`config.mk`:
```
export PLATFORM = sky130hd
export DESIGN_NAME = ultrasonic_level_valve_controller
export DESIGN_NICKNAME = d
export VERILOG_FILES = /design/src/hdl/ulvc_pkg.sv /design/src/hdl/ultrasonic_level_valve_controller.sv
export SDC_FILE = /design/constraint.sdc
export NUM_CORES = 1
export LEC_CHECK = 0
export BUFFER_PORTS_ARGS = -buffer_cell sky130_fd_sc_hd__buf_2
export CAP_MARGIN = 20
export CORE_ASPECT_RATIO = 1.1
export CORE_MARGIN = 8
export CORE_UTILIZATION = 29
export DETAILED_ROUTE_END_ITERATION = 8
export PLACE_DENSITY = 0.45
export SYNTH_ARGS = -nofsm -noshare
export SYNTH_HDL_FRONTEND = slang
export SYNTH_SLANG_ARGS = --single-unit
export TNS_END_PERCENT = 50
```
`constraint.sdc`:
```
create_clock -name clk -period 14.7 [get_ports clk]
set_clock_uncertainty 0.1 [all_clocks]
set_input_delay 0.735 -clock clk [delete_from_list [all_inputs] [get_ports clk]]
set_output_delay 0.735 -clock clk [all_outputs]
set_load 0.1 [all_outputs]
```
`src/hdl/ulvc_pkg.sv`:
```
package ulvc_pkg;

  typedef enum logic [4:0] {
    PH_SETTLE  = 5'b00001,
    PH_TRIG    = 5'b00010,
    PH_WAIT    = 5'b00100,
    PH_MEASURE = 5'b01000,
    PH_PAUSE   = 5'b10000
  } phase_t;

  localparam logic [1:0] LED_OFF   = 2'd0;
  localparam logic [1:0] LED_RED   = 2'd1;
  localparam logic [1:0] LED_GREEN = 2'd2;
  localparam logic [1:0] LED_BLUE  = 2'd3;

  localparam logic [2:0] REG_THRESHOLD_DIST = 3'd0;
  localparam logic [2:0] REG_TRIGGER_TICKS  = 3'd1;
  localparam logic [2:0] REG_START_TIMEOUT  = 3'd2;
  localparam logic [2:0] REG_END_TIMEOUT    = 3'd3;
  localparam logic [2:0] REG_PAUSE_TICKS    = 3'd4;

  localparam logic [19:0] SETTLE_TICKS = 20'd2;
  localparam logic [16:0] CNT17_MAX    = 17'h1FFFF;
  localparam logic [12:0] DIST_MUL     = 13'd7025;
  localparam int unsigned DIST_SHIFT   = 12;

  localparam logic [17:0] RST_THRESHOLD_DIST = 18'd150;
  localparam logic [7:0]  RST_TRIGGER_TICKS  = 8'd10;
  localparam logic [16:0] RST_START_TIMEOUT  = 17'd50000;
  localparam logic [16:0] RST_END_TIMEOUT    = 17'd100000;
  localparam logic [19:0] RST_PAUSE_TICKS    = 20'd1000000;

endpackage

```
`src/hdl/ultrasonic_level_valve_controller.sv`:
```
// A result is written to the output register at the edge that accepts its tick.
// Throughput: one tick per cycle while in_stall is low; the sequencer, counters
// and 17x13 distance multiply all settle between state and output registers.
// Reset (rst, synchronous): phase returns to trigger-low settle, counters and
// status clear, configuration returns to its default values, no result is pending.
module ultrasonic_level_valve_controller
  import ulvc_pkg::*;
(
  input  logic        clk,
  input  logic        rst,
  input  logic        in_valid,
  output logic        in_stall,
  input  logic        echo_level,
  output logic        out_valid,
  input  logic        out_stall,
  output logic        trigger_level,
  output logic        valve_open,
  output logic [1:0]  led_color,
  output logic [17:0] distance_out,
  output logic        result_strobe,
  output logic        sensor_error,
  input  logic        cfg_we,
  input  logic [2:0]  cfg_index,
  input  logic [19:0] cfg_data
);

  logic [17:0] threshold_dist;
  logic [7:0]  trigger_ticks;
  logic [16:0] start_timeout;
  logic [16:0] end_timeout;
  logic [19:0] pause_ticks;

  phase_t      phase, phase_next;
  logic [19:0] phase_ticks, phase_ticks_next;
  logic [16:0] since_trigger, since_trigger_next;
  logic [16:0] echo_width, echo_width_next;
  logic        valve_reg, valve_reg_next;
  logic [1:0]  led_reg, led_reg_next;
  logic [17:0] distance_reg, distance_reg_next;
  logic        error_reg, error_reg_next;

  logic        trig;
  logic        strobe;
  logic        done;
  logic        failed;
  logic        in_accept;
  logic [19:0] ticks_inc;
  logic [19:0] trig_len;
  logic [17:0] elapsed;
  logic [16:0] since_sat;
  logic [29:0] dist_prod;
  logic [17:0] dist_calc;

  assign in_stall  = out_valid & out_stall;
  assign in_accept = in_valid & ~in_stall;

  assign ticks_inc = phase_ticks + 20'd1;
  assign trig_len  = (trigger_ticks == 8'd0) ? 20'd1 : {12'd0, trigger_ticks};
  assign elapsed   = {1'b0, since_trigger} + 18'd1;
  assign since_sat = elapsed[17] ? CNT17_MAX : elapsed[16:0];
  assign dist_prod = 30'(echo_width) * 30'(DIST_MUL);
  assign dist_calc = dist_prod[DIST_SHIFT +: 18];

  always_comb begin
    phase_next         = phase;
    phase_ticks_next   = phase_ticks;
    since_trigger_next = since_trigger;
    echo_width_next    = echo_width;
    valve_reg_next     = valve_reg;
    led_reg_next       = led_reg;
    distance_reg_next  = distance_reg;
    error_reg_next     = error_reg;
    trig   = 1'b0;
    done   = 1'b0;
    failed = 1'b0;
    case (phase)
      PH_SETTLE: begin
        phase_ticks_next = ticks_inc;
        if (ticks_inc >= SETTLE_TICKS) begin
          phase_next       = PH_TRIG;
          phase_ticks_next = '0;
        end
      end
      PH_TRIG: begin
        trig             = 1'b1;
        phase_ticks_next = ticks_inc;
        if (ticks_inc >= trig_len) begin
          phase_next         = PH_WAIT;
          phase_ticks_next   = '0;
          since_trigger_next = '0;
          echo_width_next    = '0;
        end
      end
      PH_WAIT: begin
        since_trigger_next = since_sat;
        if (echo_level) begin
          echo_width_next = 17'd1;
          phase_next      = PH_MEASURE;
        end else if (elapsed > {1'b0, start_timeout}) begin
          done   = 1'b1;
          failed = 1'b1;
        end
      end
      PH_MEASURE: begin
        since_trigger_next = since_sat;
        if (!echo_level) begin
          done = 1'b1;
        end else begin
          if (echo_width != CNT17_MAX) begin
            echo_width_next = echo_width + 17'd1;
          end
          if (elapsed > {1'b0, end_timeout}) begin
            done   = 1'b1;
            failed = 1'b1;
          end
        end
      end
      PH_PAUSE: begin
        phase_ticks_next = ticks_inc;
        if (ticks_inc >= pause_ticks) begin
          phase_next       = PH_SETTLE;
          phase_ticks_next = '0;
        end
      end
      default: begin
        phase_next       = PH_SETTLE;
        phase_ticks_next = 20'd1;
      end
    endcase

    if (done) begin
      if (failed) begin
        error_reg_next = 1'b1;
        valve_reg_next = 1'b0;
        led_reg_next   = LED_RED;
      end else begin
        distance_reg_next = dist_calc;
        error_reg_next    = 1'b0;
        if (dist_calc <= threshold_dist) begin
          valve_reg_next = 1'b1;
          led_reg_next   = LED_GREEN;
        end else begin
          valve_reg_next = 1'b0;
          led_reg_next   = LED_BLUE;
        end
      end
      phase_ticks_next = '0;
      phase_next       = (pause_ticks == 20'd0) ? PH_SETTLE : PH_PAUSE;
    end
    strobe = done;
  end

  always_ff @(posedge clk) begin
    if (rst) begin
      threshold_dist <= RST_THRESHOLD_DIST;
      trigger_ticks  <= RST_TRIGGER_TICKS;
      start_timeout  <= RST_START_TIMEOUT;
      end_timeout    <= RST_END_TIMEOUT;
      pause_ticks    <= RST_PAUSE_TICKS;
    end else if (cfg_we) begin
      case (cfg_index)
        REG_THRESHOLD_DIST: threshold_dist <= cfg_data[17:0];
        REG_TRIGGER_TICKS:  trigger_ticks  <= cfg_data[7:0];
        REG_START_TIMEOUT:  start_timeout  <= cfg_data[16:0];
        REG_END_TIMEOUT:    end_timeout    <= cfg_data[16:0];
        REG_PAUSE_TICKS:    pause_ticks    <= cfg_data[19:0];
        default: ;
      endcase
    end
  end

  always_ff @(posedge clk) begin
    if (rst) begin
      phase         <= PH_SETTLE;
      phase_ticks   <= '0;
      since_trigger <= '0;
      echo_width    <= '0;
      valve_reg     <= 1'b0;
      led_reg       <= LED_OFF;
      distance_reg  <= '0;
      error_reg     <= 1'b0;
    end else if (in_accept) begin
      phase         <= phase_next;
      phase_ticks   <= phase_ticks_next;
      since_trigger <= since_trigger_next;
      echo_width    <= echo_width_next;
      valve_reg     <= valve_reg_next;
      led_reg       <= led_reg_next;
      distance_reg  <= distance_reg_next;
      error_reg     <= error_reg_next;
    end
  end

  always_ff @(posedge clk) begin
    if (rst) begin
      out_valid <= 1'b0;
    end else if (in_accept) begin
      out_valid <= 1'b1;
    end else if (!out_stall) begin
      out_valid <= 1'b0;
    end
  end

  always_ff @(posedge clk) begin
    if (in_accept) begin
      trigger_level <= trig;
      valve_open    <= valve_reg_next;
      led_color     <= led_reg_next;
      distance_out  <= distance_reg_next;
      result_strobe <= strobe;
      sensor_error  <= error_reg_next;
    end
  end

endmodule

```
# Word level (Yosys, flattened, before mapping)
# Index checks and enable logic that the tools add are counted.
# classes
n_addsub,3
multipliers,1
div,0
magnitude_cmp,6
eq_ne,21
shifts,0
mux,40
n_bitwise,3
n_reduce_logical,15
# op_table
op,count
two-way mux 17 bit,5
two-way mux 20 bit,4
case mux 20 bit (4 select lines),1
case mux 17 bit (3 select lines),1
greater-than comparator 18 x 17 -> 1 bit,2
two-way mux 18 bit,2
case mux 17 bit (2 select lines),1
"multiplier 17 x 13 -> 30 bit, second input constant",1
two-way mux 5 bit,6
case mux 5 bit (5 select lines),1
"adder 20 x 1 -> 20 bit, second input constant",1
"greater-or-equal comparator 20 x 2 -> 1 bit, second input constant",1
greater-or-equal comparator 20 bit,1
greater-or-equal comparator 20 x 8 -> 1 bit,1
logical NOT 20 bit,1
"adder 17 x 1 -> 18 bit, second input constant",1
<= comparator 18 bit,1
"adder 17 x 1 -> 17 bit, second input constant",1
"!= test 17 bit, second input constant",1
two-way mux 1 bit,14
"!= test 3 bit, second input constant",4
AND reduction 2 bit,6
AND reduction 6 bit,2
"!= test 2 bit, second input constant",5
20 further kinds,25
# totals
register_bits,186
latchBits,0
mem_bits_rw,0
mem_bits_ro,0
inputBits,29
wordCells,109
memories,0

# Logic depth before layout (Yosys ltp)
# logic_depth
word_depth,7
depth_mapped,29
depth_no_buf,29

# Worst setup path before layout
# No wires, ideal clock.
# synth_path
path_type,reg2reg
startpoint,reg echo_width[8]
endpoint,reg led_reg[0]
setup_ps,131
arrival_ps,6869
required_time_ps,14469
path_slack_ps,7599
path_stages_with_launch,29
n_path_buf,0
synth_period_minus_slack_ps,7101
path_cell_list,dfxtp_1 > fa_1 > inv_1 > fa_1 > inv_1 > fa_1 > fa_1 > inv_1 > fa_1 > inv_1 > ha_1 > and3_1 > and4_1 > a2111o_1 > a31oi_1 > mux2i_1 > a21oi_1 > xor2_1 > inv_1 > ha_1 > a21o_1 > a21o_1 > a21oi_1 > o21ai_0 > a211oi_1 > o21a_1 > o21ai_0 > or2_2 > nor3b_1
# synth_between
elab_chain_len,5
# synth_rtl
element,line,source
"start, declared",ultrasonic_level_valve_controller.sv:36,"logic [16:0] echo_width, echo_width_next;"
"start signal, assigned",ultrasonic_level_valve_controller.sv:186,echo_width <= echo_width_next;
multiplier 17 x 13 -> 30 bit,ultrasonic_level_valve_controller.sv:61,assign dist_prod = 30'(echo_width) * 30'(DIST_MUL);
<= comparator 18 bit,ultrasonic_level_valve_controller.sv:139,if (dist_calc <= threshold_dist) begin
two-way mux 1 bit,ultrasonic_level_valve_controller.sv:139,
two-way mux 2 bit,ultrasonic_level_valve_controller.sv:132,if (failed) begin
two-way mux 2 bit,ultrasonic_level_valve_controller.sv:131,if (done) begin
"end signal, assigned",ultrasonic_level_valve_controller.sv:188,led_reg <= led_reg_next;
"end, declared",ultrasonic_level_valve_controller.sv:38,"logic [1:0] led_reg, led_reg_next;"
# No other way between the ends.
# A chain may end at the register's enable or synchronous reset.

# Final worst setup path
# layout_path
startpoint,reg echo_width[7]
endpoint,reg led_reg[0]
# The elaborated chain is that of the path after synthesis.

==> flow_metrics.py <==
metrics = {
    "status": {
        "outcome": "complete, no violations",
    },
    "route": {
        "drt-pass1-iter-count": 5,
        "routed_via_density": 4.87,
        "drc_errors": 0,
        "finalWirelength_um": 41800,
        "antenna_left": 0,
        "first_iter_violations": 679,
        "vias": 11537,
        "avgRoutedWirePerCell_um": 17.6,
    },
    "worst_setup_path": {
        "worstRegToRegCells": 27,
        "critical_path.max_fanout": 7,
        "r2r_setup_slack_ps": 7000,
        "crit_arrival_ps": 7930,
        "critPathRequiredTime_ps": 14940,
        "path_class": "flip-flop to flip-flop",
        "reg2reg_to": "led_reg[0]",
        "r2r-start": "echo_width[7]",
        "endpoint_kind": "flip-flop",
        "crit_path_start_kind": "flip-flop",
    },
    "hold_path": {
        "hold_start": "distance_reg[13]",
        "min_to": "distance_reg[13]",
        "whs_path_depth": 2,
        "hold_class": "flip-flop to flip-flop",
    },
    "run": {
        "max_cap_viol_count": 0,
    },
    "timing": {
        "maxSlewViolCount": 0,
        "fmax_ghz": 0.130,
        "hold_viol_final": 0,
        "finalSetupTns_ps": 0,
        "tightest_slew_ps": 999,
        "setup_viol": 0,
        "min_period_over_period_pct": 52.4,
        "max-slew-margin-rel_pct": 33.2,
        "final.min_clock_period_ps": 7700,
        "whs_ps": 355,
        "rsz0062_at_grt": "no",
        "setup_slack_ps": 7000,
    },
    "clock_network": {
        "path_clk_slew_ps": 80,
        "cts_tree": "done",
        "clock_sinks": 186,
        "ctsResizeCount": 0,
        "clk_path_buf_depth": 2,
        "ctsHtreeMaxLevel": 4,
        "root_buffer": "clkbuf_16",
        "cts_setup_buffers": 0,
        "clock_latency_ps": 490,
        "cts_buffers": 17,
        "holdBufCountCts": 0,
    },
    "place": {
        "port_buffers": 54,
        "pre_cts_ws_ps": 7000,
        "dp_hpwl_um": 32000,
        "gp_congestion": 0.855,
        "dp_cells": 2335,
    },
    "cells_and_area": {
        "postLayoutCoreUtil_pct": 32.2,
        "areaGrowthSynthToFinish_pct": 10.4,
        "reg_top3": "pause_ticks: 20 flops, phase_ticks: 20 flops",
        "finalNetCount": 1982,
        "drive_gt1_share_pct": 7.00,
        "stdcell_count": 2367,
        "n_antenna_cell": 0,
    },
    "synth": {
        "synthFlopType": "dfxtp_1",
        "synth_top_cell_by_area": "dfxtp_1",
        "synth.avg_cell_area_um2": 8.37,
        "ys_top_cells_by_count": "nand2_1, inv_1, ha_1",
        "synthCells": 1687,
        "synth_top_area_share_pct": 23.0,
        "seq_area_frac_synth_pct": 28.1,
        "async_flop_share_pct": 0,
        "synth_area_mm2": 0.0141,
        "synth_edf_count": 24,
        "synthDistinctLibCells": 73,
        "synth_area_leaders": "dfxtp_1, ha_1, fa_1",
        "synth_most_common_cell": "nand2_1",
        "synth-seq-cells": 186,
        "ys_warn_count": 0,
        "synth_fp_nets": 1967,
    },
    "floorplan": {
        "core_mm2": 0.0485,
        "io_pins": 55,
        "die_area_mm2": 0.0560,
        "initial_core_util_pct": 29.1,
        "rows": 85,
        "fp.dieW_um": 226,
        "fp.dieH_um": 247,
    },
    "power": {
        "leakagePower_nw": 7.18,
        "power_density_mw_per_mm2": 75.9,
        "vdd_drop_max_mv": 0.0849,
    },
    "global_route": {
        "track_usage_pct": 15.5,
        "grt_pass1_wl_um": 66800,
        "grt_pass1_vias": 11522,
        "antenna_found_initial": 1,
        "grt_max_degree": 65,
        "gr-total-overflow": 0,
    },
}
[through the flow]
stage                     area (µm²)  total power (W)
after floorplan                14100         0.000659
after global placement         15000         0.000709
after detailed placement       15000         0.000710
after CTS                      15600          0.00120
after global routing           15600          0.00123
final                          15600          0.00118
[layout make-up]
| cell class | count | area, µm² |
|---|---|---|
| Fill cell | 5198 | 32900 |
| Multi-Input combinational cell | 1210 | 9050 |
| Clock inverter | 11 | 95.1 |
| Tap cell | 652 | 816 |
| Inverter | 225 | 845 |
| Clock buffer | 21 | 493 |
| Timing Repair Buffer | 62 | 333 |
| Sequential cell | 186 | 3960 |
[cells in the final DEF, fill, tap and decap left out, drive strengths merged, types with 24 or more instances in the layout]
cell type / n
buf: 62
o211ai: 38
xor2: 28
nand3: 50
xnor2: 43
fa: 77
o21ai: 59
dfxtp: 162
a21oi: 136
and3: 27
inv: 231
edfxtp: 24
nor2: 92
ha: 174
nand2: 277
[power by group]
part	switching (W)	total [W]	internal, W	leakage (nW)
Combinational	0.000109	0.000155	0.0000457	5.34
Clock	0.000241	0.000487	0.000246	0.287
Sequential	0.0000147	0.000542	0.000527	1.55
[layer usage]
layer | wire length [µm] | up-vias | track usage [%]
met1 | 19600 | 5593 | 20.0
met5 | 0 | - | 0
met4 | 523 | 0 | 3.59
met2 | 20200 | 176 | 26.3
met3 | 1400 | 25 | 3.05
li1 | - | 5743 | -
[critical path, cell delays in order (launching register included)]
cell and delay [ps]:
dfxtp_1 560, fa_1 480, inv_1 100, fa_1 450, fa_1 490, fa_1 560, inv_1 60, fa_1 480
ha_1 360, a21oi_1 210, nand2_1 90, and4_1 240, a2111o_1 470, a31oi_1 330, mux2i_1 300, a21oi_1 110
xor2_1 230, inv_1 80, ha_1 300, a21o_1 190, a21o_1 170, a21oi_1 130, o21ai_0 120, a211oi_1 230
o21a_1 140, o21ai_0 120, or2_2 320, nor3b_1 140
[kinds of logic after synthesis]
| kind of cell | share of synthesized area, % |
|---|---|
| simple gates | 17.5 |
| fa+ha+maj | 26.3 |
| mux | 0.602 |
| flops | 28.1 |
| buf+inv | 7.88 |
| compound gates | 15.2 |
| xor+xnor | 4.40 |
[how the worst max path moves through the flow]
stage / startpoint / depth (start not counted) / to / slack [ps]
global route: echo_width[7] / 27 / led_reg[0] / 6520
finish: echo_width[7] / 27 / led_reg[0] / 7000
global placement: echo_width[8] / 28 / led_reg[0] / 7140
CTS: echo_width[7] / 27 / led_reg[0] / 6980
floorplan: echo_width[8] / 28 / led_reg[0] / 7600
detailed placement: echo_width[7] / 27 / led_reg[0] / 7000
Note: power is estimated with default switching activity, not from simulation.
